## src/sv/raru_pkg.sv

```systemverilog
// Shared types and constants for the rational arithmetic reduce unit.
// Used by raru_div and rational_arith_reduce_unit.
`timescale 1ns / 1ps
`default_nettype none
package raru_pkg;
	localparam int OP_W  = 32;         // operand width
	localparam int MAG_W = 2 * OP_W;   // product and sum magnitude width
	localparam int REM_W = MAG_W + 1;  // partial remainder width in the divider
	localparam int CNT_W = $clog2(MAG_W + 1);
	localparam int K_W   = $clog2(MAG_W);

	localparam logic [2:0] CMD_ADD = 3'd0;
	localparam logic [2:0] CMD_SUB = 3'd1;
	localparam logic [2:0] CMD_MUL = 3'd2;
	localparam logic [2:0] CMD_DIV = 3'd3;
	localparam logic [2:0] CMD_RED = 3'd4;

	localparam logic [1:0] STAT_OK   = 2'd0;
	localparam logic [1:0] STAT_ZDEN = 2'd1;
	localparam logic [1:0] STAT_OVF  = 2'd2;

	typedef enum logic [3:0] {
		ST_IDLE,
		ST_MUL_A,
		ST_MUL_B,
		ST_MUL_D,
		ST_COMB,
		ST_GCD,
		ST_DIVN_GO,
		ST_DIVN,
		ST_DIVD_GO,
		ST_DIVD,
		ST_FIN
	} state_t;

	typedef struct packed {
		logic             start;
		logic [MAG_W-1:0] dividend;
		logic [MAG_W-1:0] divisor;
	} div_req_t;

	typedef struct packed {
		logic             done;
		logic [MAG_W-1:0] quot;
	} div_rsp_t;
endpackage
`default_nettype wire

```

## src/sv/raru_cell.sv

```systemverilog
// One bit of the divider's partial remainder: shift in from the lower
// neighbor, subtract the divisor bit with a borrow chain. Uses raru_pkg none.
`timescale 1ns / 1ps
`default_nettype none
module raru_cell (
	input  wire logic clk,
	input  wire logic clear,
	input  wire logic step,
	input  wire logic s_in,
	input  wire logic d_bit,
	input  wire logic b_in,
	input  wire logic take,
	output logic      r,
	output logic      b_out
);
	logic diff;
	logic r_q;

	// subtract one bit
	assign diff  = s_in ^ d_bit ^ b_in;
	assign b_out = (~s_in & d_bit) | (~(s_in ^ d_bit) & b_in);
	assign r     = r_q;

	// hold the remainder bit
	always_ff @(posedge clk) begin
		if (clear) begin
			r_q <= 1'b0;
		end else if (step) begin
			r_q <= take ? diff : s_in;
		end
	end
endmodule
`default_nettype wire

```

## src/sv/raru_div.sv

```systemverilog
// Restoring divider built from a row of raru_cell, one quotient bit a cycle.
// Depends on raru_pkg and raru_cell.
`timescale 1ns / 1ps
`default_nettype none
module raru_div (
	input  wire logic              clk,
	input  wire logic              arst_n,
	input  wire raru_pkg::div_req_t req,
	output raru_pkg::div_rsp_t     rsp
);
	logic [raru_pkg::MAG_W-1:0] dvd_q;
	logic [raru_pkg::REM_W-1:0] dsr_q;
	logic [raru_pkg::CNT_W-1:0] cnt_q;
	logic                        busy_q;
	logic [raru_pkg::REM_W-1:0] rem;
	logic [raru_pkg::REM_W:0]   brw;
	logic                        take;

	assign brw[0] = 1'b0;
	assign take   = ~brw[raru_pkg::REM_W];

	// remainder row
	for (genvar i = 0; i < raru_pkg::REM_W; i++) begin : g_cell
		raru_cell u_cell (
			.clk   (clk),
			.clear (req.start),
			.step  (busy_q),
			.s_in  ((i == 0) ? dvd_q[raru_pkg::MAG_W-1] : rem[(i == 0) ? 0 : i-1]),
			.d_bit (dsr_q[i]),
			.b_in  (brw[i]),
			.take  (take),
			.r     (rem[i]),
			.b_out (brw[i+1])
		);
	end

	// shift dividend out, quotient in
	always_ff @(posedge clk) begin
		if (req.start) begin
			dvd_q <= req.dividend;
			dsr_q <= {1'b0, req.divisor};
		end else if (busy_q) begin
			dvd_q <= {dvd_q[raru_pkg::MAG_W-2:0], take};
		end
	end

	// count steps
	always_ff @(posedge clk or negedge arst_n) begin
		if (!arst_n) begin
			busy_q <= 1'b0;
			cnt_q  <= '0;
		end else if (req.start) begin
			busy_q <= 1'b1;
			cnt_q  <= '0;
		end else if (busy_q) begin
			cnt_q <= cnt_q + 1'b1;
			if (cnt_q == raru_pkg::CNT_W'(raru_pkg::MAG_W - 1)) begin
				busy_q <= 1'b0;
			end
		end
	end

	assign rsp.done = busy_q == 1'b0 && cnt_q == raru_pkg::CNT_W'(raru_pkg::MAG_W);
	assign rsp.quot = dvd_q;

	a_cnt_range: assert property (@(posedge clk) disable iff (!arst_n)
		cnt_q <= raru_pkg::CNT_W'(raru_pkg::MAG_W))
		else $error("divider step count past end");
	a_busy_cnt: assert property (@(posedge clk) disable iff (!arst_n)
		busy_q && !req.start |=> (cnt_q != '0))
		else $error("divider count did not advance");
	a_done_idle: assert property (@(posedge clk) disable iff (!arst_n)
		rsp.done |-> !busy_q)
		else $error("divider done while busy");
endmodule
`default_nettype wire

```

## config.mk

```make
export PLATFORM = sky130hd
export DESIGN_NAME = raru_div
export DESIGN_NICKNAME = d
export VERILOG_FILES = /design/src/sv/raru_pkg.sv /design/src/sv/raru_cell.sv /design/src/sv/raru_div.sv
export SDC_FILE = /design/constraint.sdc
export NUM_CORES = 1
export LEC_CHECK = 0
export BUFFER_PORTS_ARGS = -buffer_cell sky130_fd_sc_hd__buf_2
export CAP_MARGIN = 10
export CORE_ASPECT_RATIO = 1.25
export CORE_MARGIN = 2
export CORE_UTILIZATION = 28
export DETAILED_ROUTE_END_ITERATION = 12
export GPL_TIMING_DRIVEN = 0
export SYNTH_ARGS = -nofsm -noshare
export SYNTH_HDL_FRONTEND = slang
export SYNTH_SLANG_ARGS = --single-unit
```

## constraint.sdc

```tcl
create_clock -name clk -period 35.1 [get_ports clk]
set_input_delay 5.265 -clock clk [delete_from_list [all_inputs] [get_ports clk]]
set_output_delay 5.265 -clock clk [all_outputs]
set_load 0.005 [all_outputs]
```

# [Word level (Yosys, flattened, before mapping)]
# Index checks and enable logic that the tools add are counted.
[op_classes] n_eq_ne=2 addsub=1 n_mux=71 reduce_logical=2 n_bitwise=448
[ops] cell="$not A1 Y1" count=130
[ops] cell="$and A1 B1 Y1" count=128
[ops] cell="$mux W64" count=2
[ops] cell="$xor A1 B1 Y1" count=127
[ops] cell="$mux W1" count=67
[ops] cell="$or A1 B1 Y1" count=63
[ops] cell="$mux W7" count=2
[ops] cell="$add A7 B1 Y7 const B" count=1
[ops] cell="$eq A7 B6 Y1 const B" count=1
[ops] cell="$eq A7 B7 Y1 const B" count=1
[ops] cell="$reduce_bool A2 Y1" count=1
[ops] cell="$logic_and A1 B1 Y1" count=1
[totals] reg_bits=200

# [Logic depth before layout (Yosys ltp)]
# Gate-level depths: netlist of run 1.
[logic_depth] word_depth=132 ltp_mapped=70

# [Cells and area by module]
# Synthesis of run 1 repeated with hierarchy kept, for this count alone.
[unflattened] cells_unflattened=749 area_unflattened_um2=9883.2
[modules_own_cells] mod="raru_div" area_per_inst_um2=5021.1 seq_area_each_um2=4043.9 n_inst=1 cells_per_inst=243
[modules_own_cells] mod="raru_cell at g_cell[0].u_cell ..." area_per_inst_um2=77.6 seq_area_each_um2=20.0 n_inst=28 cells_per_inst=8
[modules_own_cells] mod="raru_cell at g_cell[48].u_cell ..." area_per_inst_um2=75.1 seq_area_each_um2=20.0 n_inst=23 cells_per_inst=8
[modules_own_cells] mod="raru_cell at g_cell[35].u_cell ..." area_per_inst_um2=68.8 seq_area_each_um2=20.0 n_inst=14 cells_per_inst=7

# [Least setup slack after synthesis of run 1]
# OpenSTA, ideal clock, no wires.
[synth_timing] path_kind="reg2reg" from="reg dvd_q[63] (netlist name)" to="reg g_cell[63].u_cell.r_q" setup_time_ps=112 n_path_buf=1 arrival_ps=29471 path_stages_with_launch=69 slack_ps=5516 path_cell_list="edfxtp_1 inv_1 ha_1 fa_1 fa_1 fa_1 fa_1 fa_1 fa_1 fa_1 fa_1 fa_1 fa_1 fa_1 fa_1 fa_1 fa_1 fa_1 [33 not listed] fa_1 fa_1 fa_1 fa_1 fa_1 fa_1 fa_1 fa_1 fa_1 fa_1 fa_1 fa_1 fa_1 fa_1 fa_1 nor2b_1 buf_4 a2111oi_1"
[synth_between] elab_chain_cells=130 word_cells_on_any_way=131
[synth_lines] item="from (decl)" line_no="raru_div.sv:11" text="logic [raru_pkg::MAG_W-1:0] dvd_q;"
[synth_lines] item="from (signal assigned)" line_no="raru_div.sv:40" text="dvd_q <= req.dividend;"
[synth_lines] item="from (signal assigned)" line_no="raru_div.sv:43" text="dvd_q <= {dvd_q[raru_pkg::MAG_W-2:0], take};"
[synth_lines] item="$not A1 Y1 *" line_no="raru_cell.sv:21" text="assign b_out = (~s_in & d_bit) | (~(s_in ^ d_bit) & b_in);"
[synth_lines] item="$and A1 B1 Y1 * (2 in a row)" line_no="raru_cell.sv:21"
[synth_lines] item="$or A1 B1 Y1 *" line_no="raru_cell.sv:21"
[synth_lines] item="$and A1 B1 Y1 *" line_no="raru_cell.sv:21"
[synth_lines] item="$or A1 B1 Y1 *" line_no="raru_cell.sv:21"
[synth_lines] item="$and A1 B1 Y1 *" line_no="raru_cell.sv:21"
[synth_lines] item="$or A1 B1 Y1 *" line_no="raru_cell.sv:21"
[synth_lines] item="$and A1 B1 Y1 *" line_no="raru_cell.sv:21"
[synth_lines] item="[113 not listed]"
[synth_lines] item="$and A1 B1 Y1 *" line_no="raru_cell.sv:21"
[synth_lines] item="$or A1 B1 Y1 *" line_no="raru_cell.sv:21"
[synth_lines] item="$and A1 B1 Y1 *" line_no="raru_cell.sv:21"
[synth_lines] item="$or A1 B1 Y1 *" line_no="raru_cell.sv:21"
[synth_lines] item="$and A1 B1 Y1" line_no="raru_cell.sv:21"
[synth_lines] item="$or A1 B1 Y1" line_no="raru_cell.sv:21"
[synth_lines] item="$and A1 B1 Y1" line_no="raru_cell.sv:21"
[synth_lines] item="$mux W1 *" line_no="raru_cell.sv:29" text="r_q <= take ? diff : s_in;"
[synth_lines] item="to (signal assigned)" line_no="raru_cell.sv:29"
[synth_lines] item="to (decl)" line_no="raru_cell.sv:17" text="logic r_q;"
# Mark *: on every way between the ends. The rest lies on a longest branch, timed or not.
# A chain may end at the register's enable or synchronous reset.

# [Worst setup path in the final report of run 1]
[layout_timing] from="reg dsr_q[0] (netlist name)" to="reg g_cell[40].u_cell.r_q"
[layout_between] elab_chain_cells=129 word_cells_on_any_way=130
[layout_lines] item="from (decl)" line_no="raru_div.sv:12" text="logic [raru_pkg::REM_W-1:0] dsr_q;"
[layout_lines] item="from (signal assigned)" line_no="raru_div.sv:41" text="dsr_q <= {1'b0, req.divisor};"
[layout_lines] item="$and A1 B1 Y1 * (2 in a row)" line_no="raru_cell.sv:21"
[layout_lines] item="$or A1 B1 Y1 *" line_no="raru_cell.sv:21"
[layout_lines] item="$and A1 B1 Y1 *" line_no="raru_cell.sv:21"
[layout_lines] item="$or A1 B1 Y1 *" line_no="raru_cell.sv:21"
[layout_lines] item="$and A1 B1 Y1 *" line_no="raru_cell.sv:21"
[layout_lines] item="$or A1 B1 Y1 *" line_no="raru_cell.sv:21"
[layout_lines] item="$and A1 B1 Y1 *" line_no="raru_cell.sv:21"
[layout_lines] item="$or A1 B1 Y1 *" line_no="raru_cell.sv:21"
[layout_lines] item="[112 not listed]"
[layout_lines] item="$and A1 B1 Y1" line_no="raru_cell.sv:21"
[layout_lines] item="$or A1 B1 Y1" line_no="raru_cell.sv:21"
[layout_lines] item="$and A1 B1 Y1" line_no="raru_cell.sv:21"
[layout_lines] item="$or A1 B1 Y1" line_no="raru_cell.sv:21"
[layout_lines] item="$and A1 B1 Y1" line_no="raru_cell.sv:21"
[layout_lines] item="$or A1 B1 Y1" line_no="raru_cell.sv:21"
[layout_lines] item="$and A1 B1 Y1" line_no="raru_cell.sv:21"
[layout_lines] item="$mux W1 *" line_no="raru_cell.sv:29"
[layout_lines] item="to (signal assigned)" line_no="raru_cell.sv:29"
[layout_lines] item="to (decl)" line_no="raru_cell.sv:17"
# Marks and branches as above.

==> metrics.md, run 1 <==
| Metric | Value |
|---|---|
| Status | completed |
| Post-layout util | 34.81% |
| Most used routing layer | met2 |
| Maximum VDD drop | 0.04413 mV |
| Largest buffer count on any clock path | 2 |
| Final Max Tran Viols | 0 |
| ANT cells | 0 |
| CP Launch Type | flip-flop |
| Fmax | 32.51 MHz |
| Yosys warns | 0 |
| Area Overhead vs Synth | 21.92% |
| Post-route clock period utilization | 87.65% |
| Critical Path AT | 31.13 ns |
| Clock root cell | clkbuf_16 |
| Vias in the first global route | 6737 |
| Placer Congestion | 0.7625 |
| Post-Syn Nets | 930 |
| Total gr overflow | 0 |
| Routed WL per cell | 16.92 um |
| Layout cell share with drive strength beyond 1 | 34.24% |
| Die Span Y | 211.2 um |
| Initial antenna violation count | 4 |
| Port bufs | 195 |
| Critical path's slowest cell | fa_1 |
| Setup TNS Final | 0 ns |
| Clock latency on the worst-skew pair | 0.46 ns |
| Fin area | 11730 um^2 |
| Starting DRT DRC Count | 329 |
| Largest net degree at the start of global routing | 66 |
| Met3 Resource Use GR | 4.684% |
| # IOs | 196 |
| Final hold vios | 0 |
| Max Cap Violations | 0 |
| Number of synthesized flops with an enable pin | 128 |
| WL final | 23.42 mm |
| DR pass1 iterations | 5 |
| Dpl hpwl | 16.88 mm |
| M1 GR Usage | 15.38% |
| Hold Slack | 0.5042 ns |
| Critical path class | flip-flop to flip-flop |
| Required time of the critical path | 35.47 ns |
| Post-synthesis cell type count | 31 |
| Rows | 75 |
| CORE AREA | 33690 um^2 |
| Antenna Nets Post-Route | 0 |
| Max H-tree Level | 4 |
| Hold WC Path Type | flip-flop to flip-flop |
| Post-Syn Area | 9618 um^2 |
| Post-CTS Setup Bufs | 0 |
| Filler cell count | 3331 |
| Via density | 4.569 |
| # resized after CTS | 0 |
| Final setup fails | 0 |
| Syn_area_per_cell | 13.12 um^2 |
| Synth Flop Type | edfxtp_1 |
| Worst-path maximum fanout | 10 |
| Fin crit period | 30.76 ns |
| Flops & latches, synth | 200 |
| Post-CTS Hold Fix Bufs | 0 |
| Initial core utilization | 28.55% |
| Met2 GRT Util | 23.63% |
| Mapped Cells | 733 |
| Total clock sinks | 200 |
| Die Area | 35860 um^2 |
| First-pass GRT wire length | 36.80 mm |
| Die width | 169.8 um |
| RSZ-0062 raised after global routing | no |
| Worst Tran Pin Value | 0.9082 ns |
| Net count, final | 1145 |
| Clk slew on worst S/H paths | 0.08 ns |
| Worst rel slew slack | 39.45% |
| CP Capture Type | flip-flop |
| Cell area after placement | 11160 um^2 |
| Worst path most repeated cell | fa_1 |
| Post-synthesis async set-or-reset flop share | 4.000% |
| Slowest stage delay, CP | 0.51 ns |
| LEAKAGE | 4.112 nW |
| Drt drc | 0 |
| Num CTS Buffers | 17 |
| CTS tree | built |
| Seq/Total Area, Yosys | 55.37% |
| Clock Skews | 0.01948 ns |
| Total Routing Usage GR | 13.47% |
| Power per Cell Area | 58.31 nW/um^2 |
| Vias | 6323 |
[synthesized netlist by cell type (2+ instances only)]
| library cell | instances | area (um^2) |
|---|---|---|
| nand3b_1 | 63 | 473.0 |
| edfxtp_1 | 128 | 3844 |
| or3_1 | 2 | 12.51 |
| buf_2 | 34 | 170.2 |
| clkbuf_1 | 15 | 56.30 |
| nand2b_1 | 64 | 400.4 |
| dfxtp_1 | 64 | 1281 |
| ha_1 | 3 | 37.54 |
| nand3_1 | 65 | 325.3 |
| inv_1 | 66 | 247.7 |
| nand2_1 | 2 | 7.510 |
| a21oi_1 | 3 | 15.01 |
| a31oi_1 | 63 | 394.1 |
| dfrtp_1 | 8 | 200.2 |
| xor2_1 | 3 | 26.28 |
| o21ai_0 | 2 | 10.01 |
| fa_1 | 63 | 1261 |
| nor2_1 | 6 | 22.52 |
| nand4_1 | 3 | 18.77 |
| mux2_2 | 64 | 720.7 |
| buf_4 | 2 | 15.01 |
[area by class of cell]
type	instances	area (um^2)	share of cell area, %
flip-flops and latches	200	5325	45.41
multi-input cells	415	3802	32.43
repair buffers	196	1006	8.579
well taps	423	529.3	4.513
clock buffers	18	439.2	3.745
inverters	66	247.7	2.113
plain buffers	52	245.2	2.091
clock inverters	14	131.4	1.120
[kinds of logic after synthesis]
| logic type | synth area share (%) |
|---|---|
| buf+inv | 5.125 |
| mux | 7.597 |
| xor+xnor | 0.3643 |
| compound gates | 4.540 |
| simple gates | 13.50 |
| flops | 55.37 |
| fa+ha+maj | 13.50 |
[routing by layer]
metal / vias up / wire [um]
met2: 213 / 11880
li1: 3019 / -
met3: 20 / 1757
met5: - / 51
met4: 8 / 234
met1: 3063 / 9493
[power by group]
part / internal [mW] / total, mW / switching [mW]
Combinational: 0.0846 / 0.174 / 0.0897
Sequential: 0.289 / 0.315 / 0.0259
Clock: 0.0957 / 0.195 / 0.0991
[sequential cells by signal (all words and copies together), names as in the netlist]
signal,count
dvd_q,64
g_cell.u_cell.r,64
busy_q,1
dsr_q,64
cnt_q,7
[per-stage QoR]
stage,std cells,worst slack [ns],power [mW]
after floorplan,733,5.516,0.4363
after global placement,1351,4.119,0.4905
after detailed placement,1352,4.059,0.4959
after CTS,1384,3.956,0.6937
after global routing,1384,3.195,0.7299
final,1384,4.336,0.6838
[placed cells by master, fill, tap and decap left out, drive strengths merged, types with 2 or more instances in the layout]
cell and count:
nand3b 63, inv 73, clkinv 6, nor2 6, a21oi 3, dfrtp 8, nand4 3, fa 63
or3 2, ha 3, xor2 3, a31oi 63, nand2b 64, mux2 64, nand3 65, dfxtp 64
nand2 2, o21ai 2, edfxtp 128, clkbuf 33, buf 233
[critical path: cells and delay by family (launching register included)]
family | cells | cell delay [ns]
and+or+nand+nor | 2 | 0.19
DFF | 1 | 0.42
adders and majority gates | 64 | 29.39
AOI/OAI and AO/OA | 1 | 0.19
buffers and inverters | 2 | 0.50
[path summary, 6_finish.rpt]
kind	startpoint	to	slack, ns	cells after the start
setup / recovery	dsr_q[0]	g_cell[40].u_cell.r	4.34	69
hold / removal	g_cell[24].u_cell.r	g_cell[24].u_cell.r	0.50	2
setup reg to reg	dsr_q[0]	g_cell[40].u_cell.r	4.34	69
hold reg to reg	g_cell[24].u_cell.r	g_cell[24].u_cell.r	0.50	2
max in group asynchronous	arst_n	cnt_q[4]	30.27	1
min in group asynchronous	arst_n	cnt_q[5]	4.64	1
Note: power is estimated with default switching activity, not from simulation.
==> run 2: changes to the inputs <==
--- a/config.mk
+++ b/config.mk
@@ -7,11 +7,14 @@
 export LEC_CHECK = 0
 export BUFFER_PORTS_ARGS = -buffer_cell sky130_fd_sc_hd__buf_2
 export CAP_MARGIN = 10
+export CELL_PAD_IN_SITES_DETAIL_PLACEMENT = 0
+export CELL_PAD_IN_SITES_GLOBAL_PLACEMENT = 1
 export CORE_ASPECT_RATIO = 1.25
 export CORE_MARGIN = 2
 export CORE_UTILIZATION = 28
 export DETAILED_ROUTE_END_ITERATION = 12
 export GPL_TIMING_DRIVEN = 0
+export PLACE_DENSITY_LB_ADDON = 0.1
 export SYNTH_ARGS = -nofsm -noshare
 export SYNTH_HDL_FRONTEND = slang
 export SYNTH_SLANG_ARGS = --single-unit
==> run 2 against run 1 <==
Combinational power is essentially flat. Critical path type unchanged. Sequential cell count unchanged. Highest routed layer unchanged. Critical endpoint is now g_cell[37].u_cell.r. Cell count is 0.43% higher.
==> metrics.md, run 2 (synthesis gave the netlist of run 1 again) <==
| Metric | Value |
|---|---|
| CP Capture Type | flip-flop |
| Vias | 6268 |
| Total Routing Usage GR | 14.05% |
| DR pass1 iterations | 5 |
| Clk slew on worst S/H paths | 0.08 ns |
| Port bufs | 195 |
| Net count, final | 1146 |
| Final setup fails | 0 |
| Dpl hpwl | 17.26 mm |
| Clock Skews | 0.01378 ns |
| Final Max Tran Viols | 0 |
| Post-route clock period utilization | 88.20% |
| Max H-tree Level | 4 |
| Filler cell count | 3378 |
| Placer Congestion | 0.7179 |
| Clock root cell | clkbuf_16 |
| WL final | 23.95 mm |
| Die Span Y | 211.2 um |
| CTS tree | built |
| Starting DRT DRC Count | 312 |
| End point of the worst hold path | g_cell[50].u_cell.r |
| Worst-path maximum fanout | 10 |
| Hold depth | 2 |
| Power per Cell Area | 59.15 nW/um^2 |
| Fin crit period | 30.96 ns |
| Final hold vios | 0 |
| Clock latency on the worst-skew pair | 0.45 ns |
| Drt drc | 0 |
| Hold path start | g_cell[50].u_cell.r |
| Maximum VDD drop | 0.03272 mV |
| Die width | 169.8 um |
| Via density | 4.509 |
| # IOs | 196 |
| RSZ-0062 raised after global routing | no |
| Worst Tran Pin Value | 0.4978 ns |
| Largest buffer count on any clock path | 2 |
| Post-CTS Setup Bufs | 0 |
| Num CTS Buffers | 17 |
| Vias in the first global route | 6913 |
| Required time of the critical path | 35.47 ns |
| Initial antenna violation count | 5 |
| Commonest cells after routing, fill and taps aside | buf_2 (228), edfxtp_1 (128), inv_1 (66) |
| Slowest stage delay, CP | 0.50 ns |
| Antenna Nets Post-Route | 0 |
| Largest net degree at the start of global routing | 38 |
| Initial core utilization | 28.55% |
| Worst path most repeated cell | fa_1 |
| CORE AREA | 33690 um^2 |
| Commonest non-fill, non-tap cell in the layout | buf_2 |
| Hold WC Path Type | flip-flop to flip-flop |
| # resized after CTS | 0 |
| Hold Slack | 0.5048 ns |
| Reg2reg start | dvd_q[63] |
| Worst rel slew slack | 66.81% |
| Routed WL per cell | 17.23 um |
| R2r setup slk | 4.14 ns |
| Max Cap Violations | 0 |
| Critical path class | flip-flop to flip-flop |
| Setup TNS Final | 0 ns |
| Critical path's slowest cell | fa_1 |
| Overall power | 696.5 uW |
| First-pass GRT wire length | 38.56 mm |
| Fmax | 32.30 MHz |
| Layout cell share with drive strength beyond 1 | 34.30% |
| Area Overhead vs Synth | 22.44% |
| Critical Path AT | 31.33 ns |
| R2r endpoint | g_cell[37].u_cell.r |
| Register Area | 5325 um^2 |
| Area occupied by multi-input gates | 3802 um^2 |
| Status | completed |
| Post-CTS Hold Fix Bufs | 0 |
| CP Launch Type | flip-flop |
| Rows | 75 |
| Reg2reg path depth | 70 |
| Total gr overflow | 0 |
| Total clock sinks | 200 |
| LEAKAGE | 4.122 nW |
| Die Area | 35860 um^2 |
run 2: cell count changes in the layout (fill, tap and decap cells not counted), sizes merged:
cell      previous run  this run
clkbuf              33        34
clkinvlp             1         4
buf                233       234
bufinv               0         2
diode                0         5
clkinv               6         3
inv                 73        70
run 2: layout make-up:
class,instances,share of cell area (%)
multi-input combinational,415,32.29
sequential,200,45.22
timing repair buffer,197,8.649
buffer,52,2.082
clock buffer,19,3.846
tap,423,4.494
clock inverter,13,1.211
inverter,66,2.104
antenna,5,0.1062
run 2: critical path: cells and delay by family (launching register included):
| kind | cells | cell delay [ns] |
|---|---|---|
| buf+inv | 3 | 0.57 |
| compound gates | 1 | 0.19 |
| simple gates | 2 | 0.24 |
| flops | 1 | 0.45 |
| fa+ha+maj | 64 | 29.45 |
run 2: stage by stage:
step | setup slack, ns | utilization (%) | cells | area [um^2]
6_report | 4.141 | 34.96 | 1390 | 11780
5_1_grt | 2.842 | 34.92 | 1385 | 11760
4_1_cts | 3.686 | 34.92 | 1385 | 11760
3_5_place_dp | 3.804 | 33.15 | 1353 | 11170
3_3_place_gp | 3.786 | 33.02 | 1351 | 11120
2_1_floorplan | 5.516 | - | 733 | 9618
run 2: where the power goes:
group          switching (mW)  leakage (nW)  total [mW]  internal [mW]
combinational          0.0913          1.91       0.176         0.0849
sequential             0.0258          1.93       0.315          0.289
clock                  0.0961         0.283       0.206          0.110
run 2: how the worst max path moves through the flow:
stage | from | endpoint | slack, ns | depth (start not counted)
after floorplan | dvd_q[63] | g_cell[63].u_cell.r | 5.52 | 68
after global placement | dvd_q[63] | g_cell[24].u_cell.r | 3.79 | 70
after detailed placement | dvd_q[63] | g_cell[33].u_cell.r | 3.80 | 70
after CTS | dvd_q[63] | g_cell[33].u_cell.r | 3.69 | 70
after global routing | dvd_q[63] | g_cell[33].u_cell.r | 2.84 | 70
final | dvd_q[63] | g_cell[37].u_cell.r | 4.14 | 70
run 2: metal layers:
layer | track usage [%] | part of all wire, % | vias up
met5 | 0 | 0.046 | -
met4 | 4.244 | 1.3 | 2
met3 | 5.940 | 8.9 | 19
met2 | 22.51 | 47 | 186
met1 | 17.24 | 43 | 3039
li1 | - | - | 3022
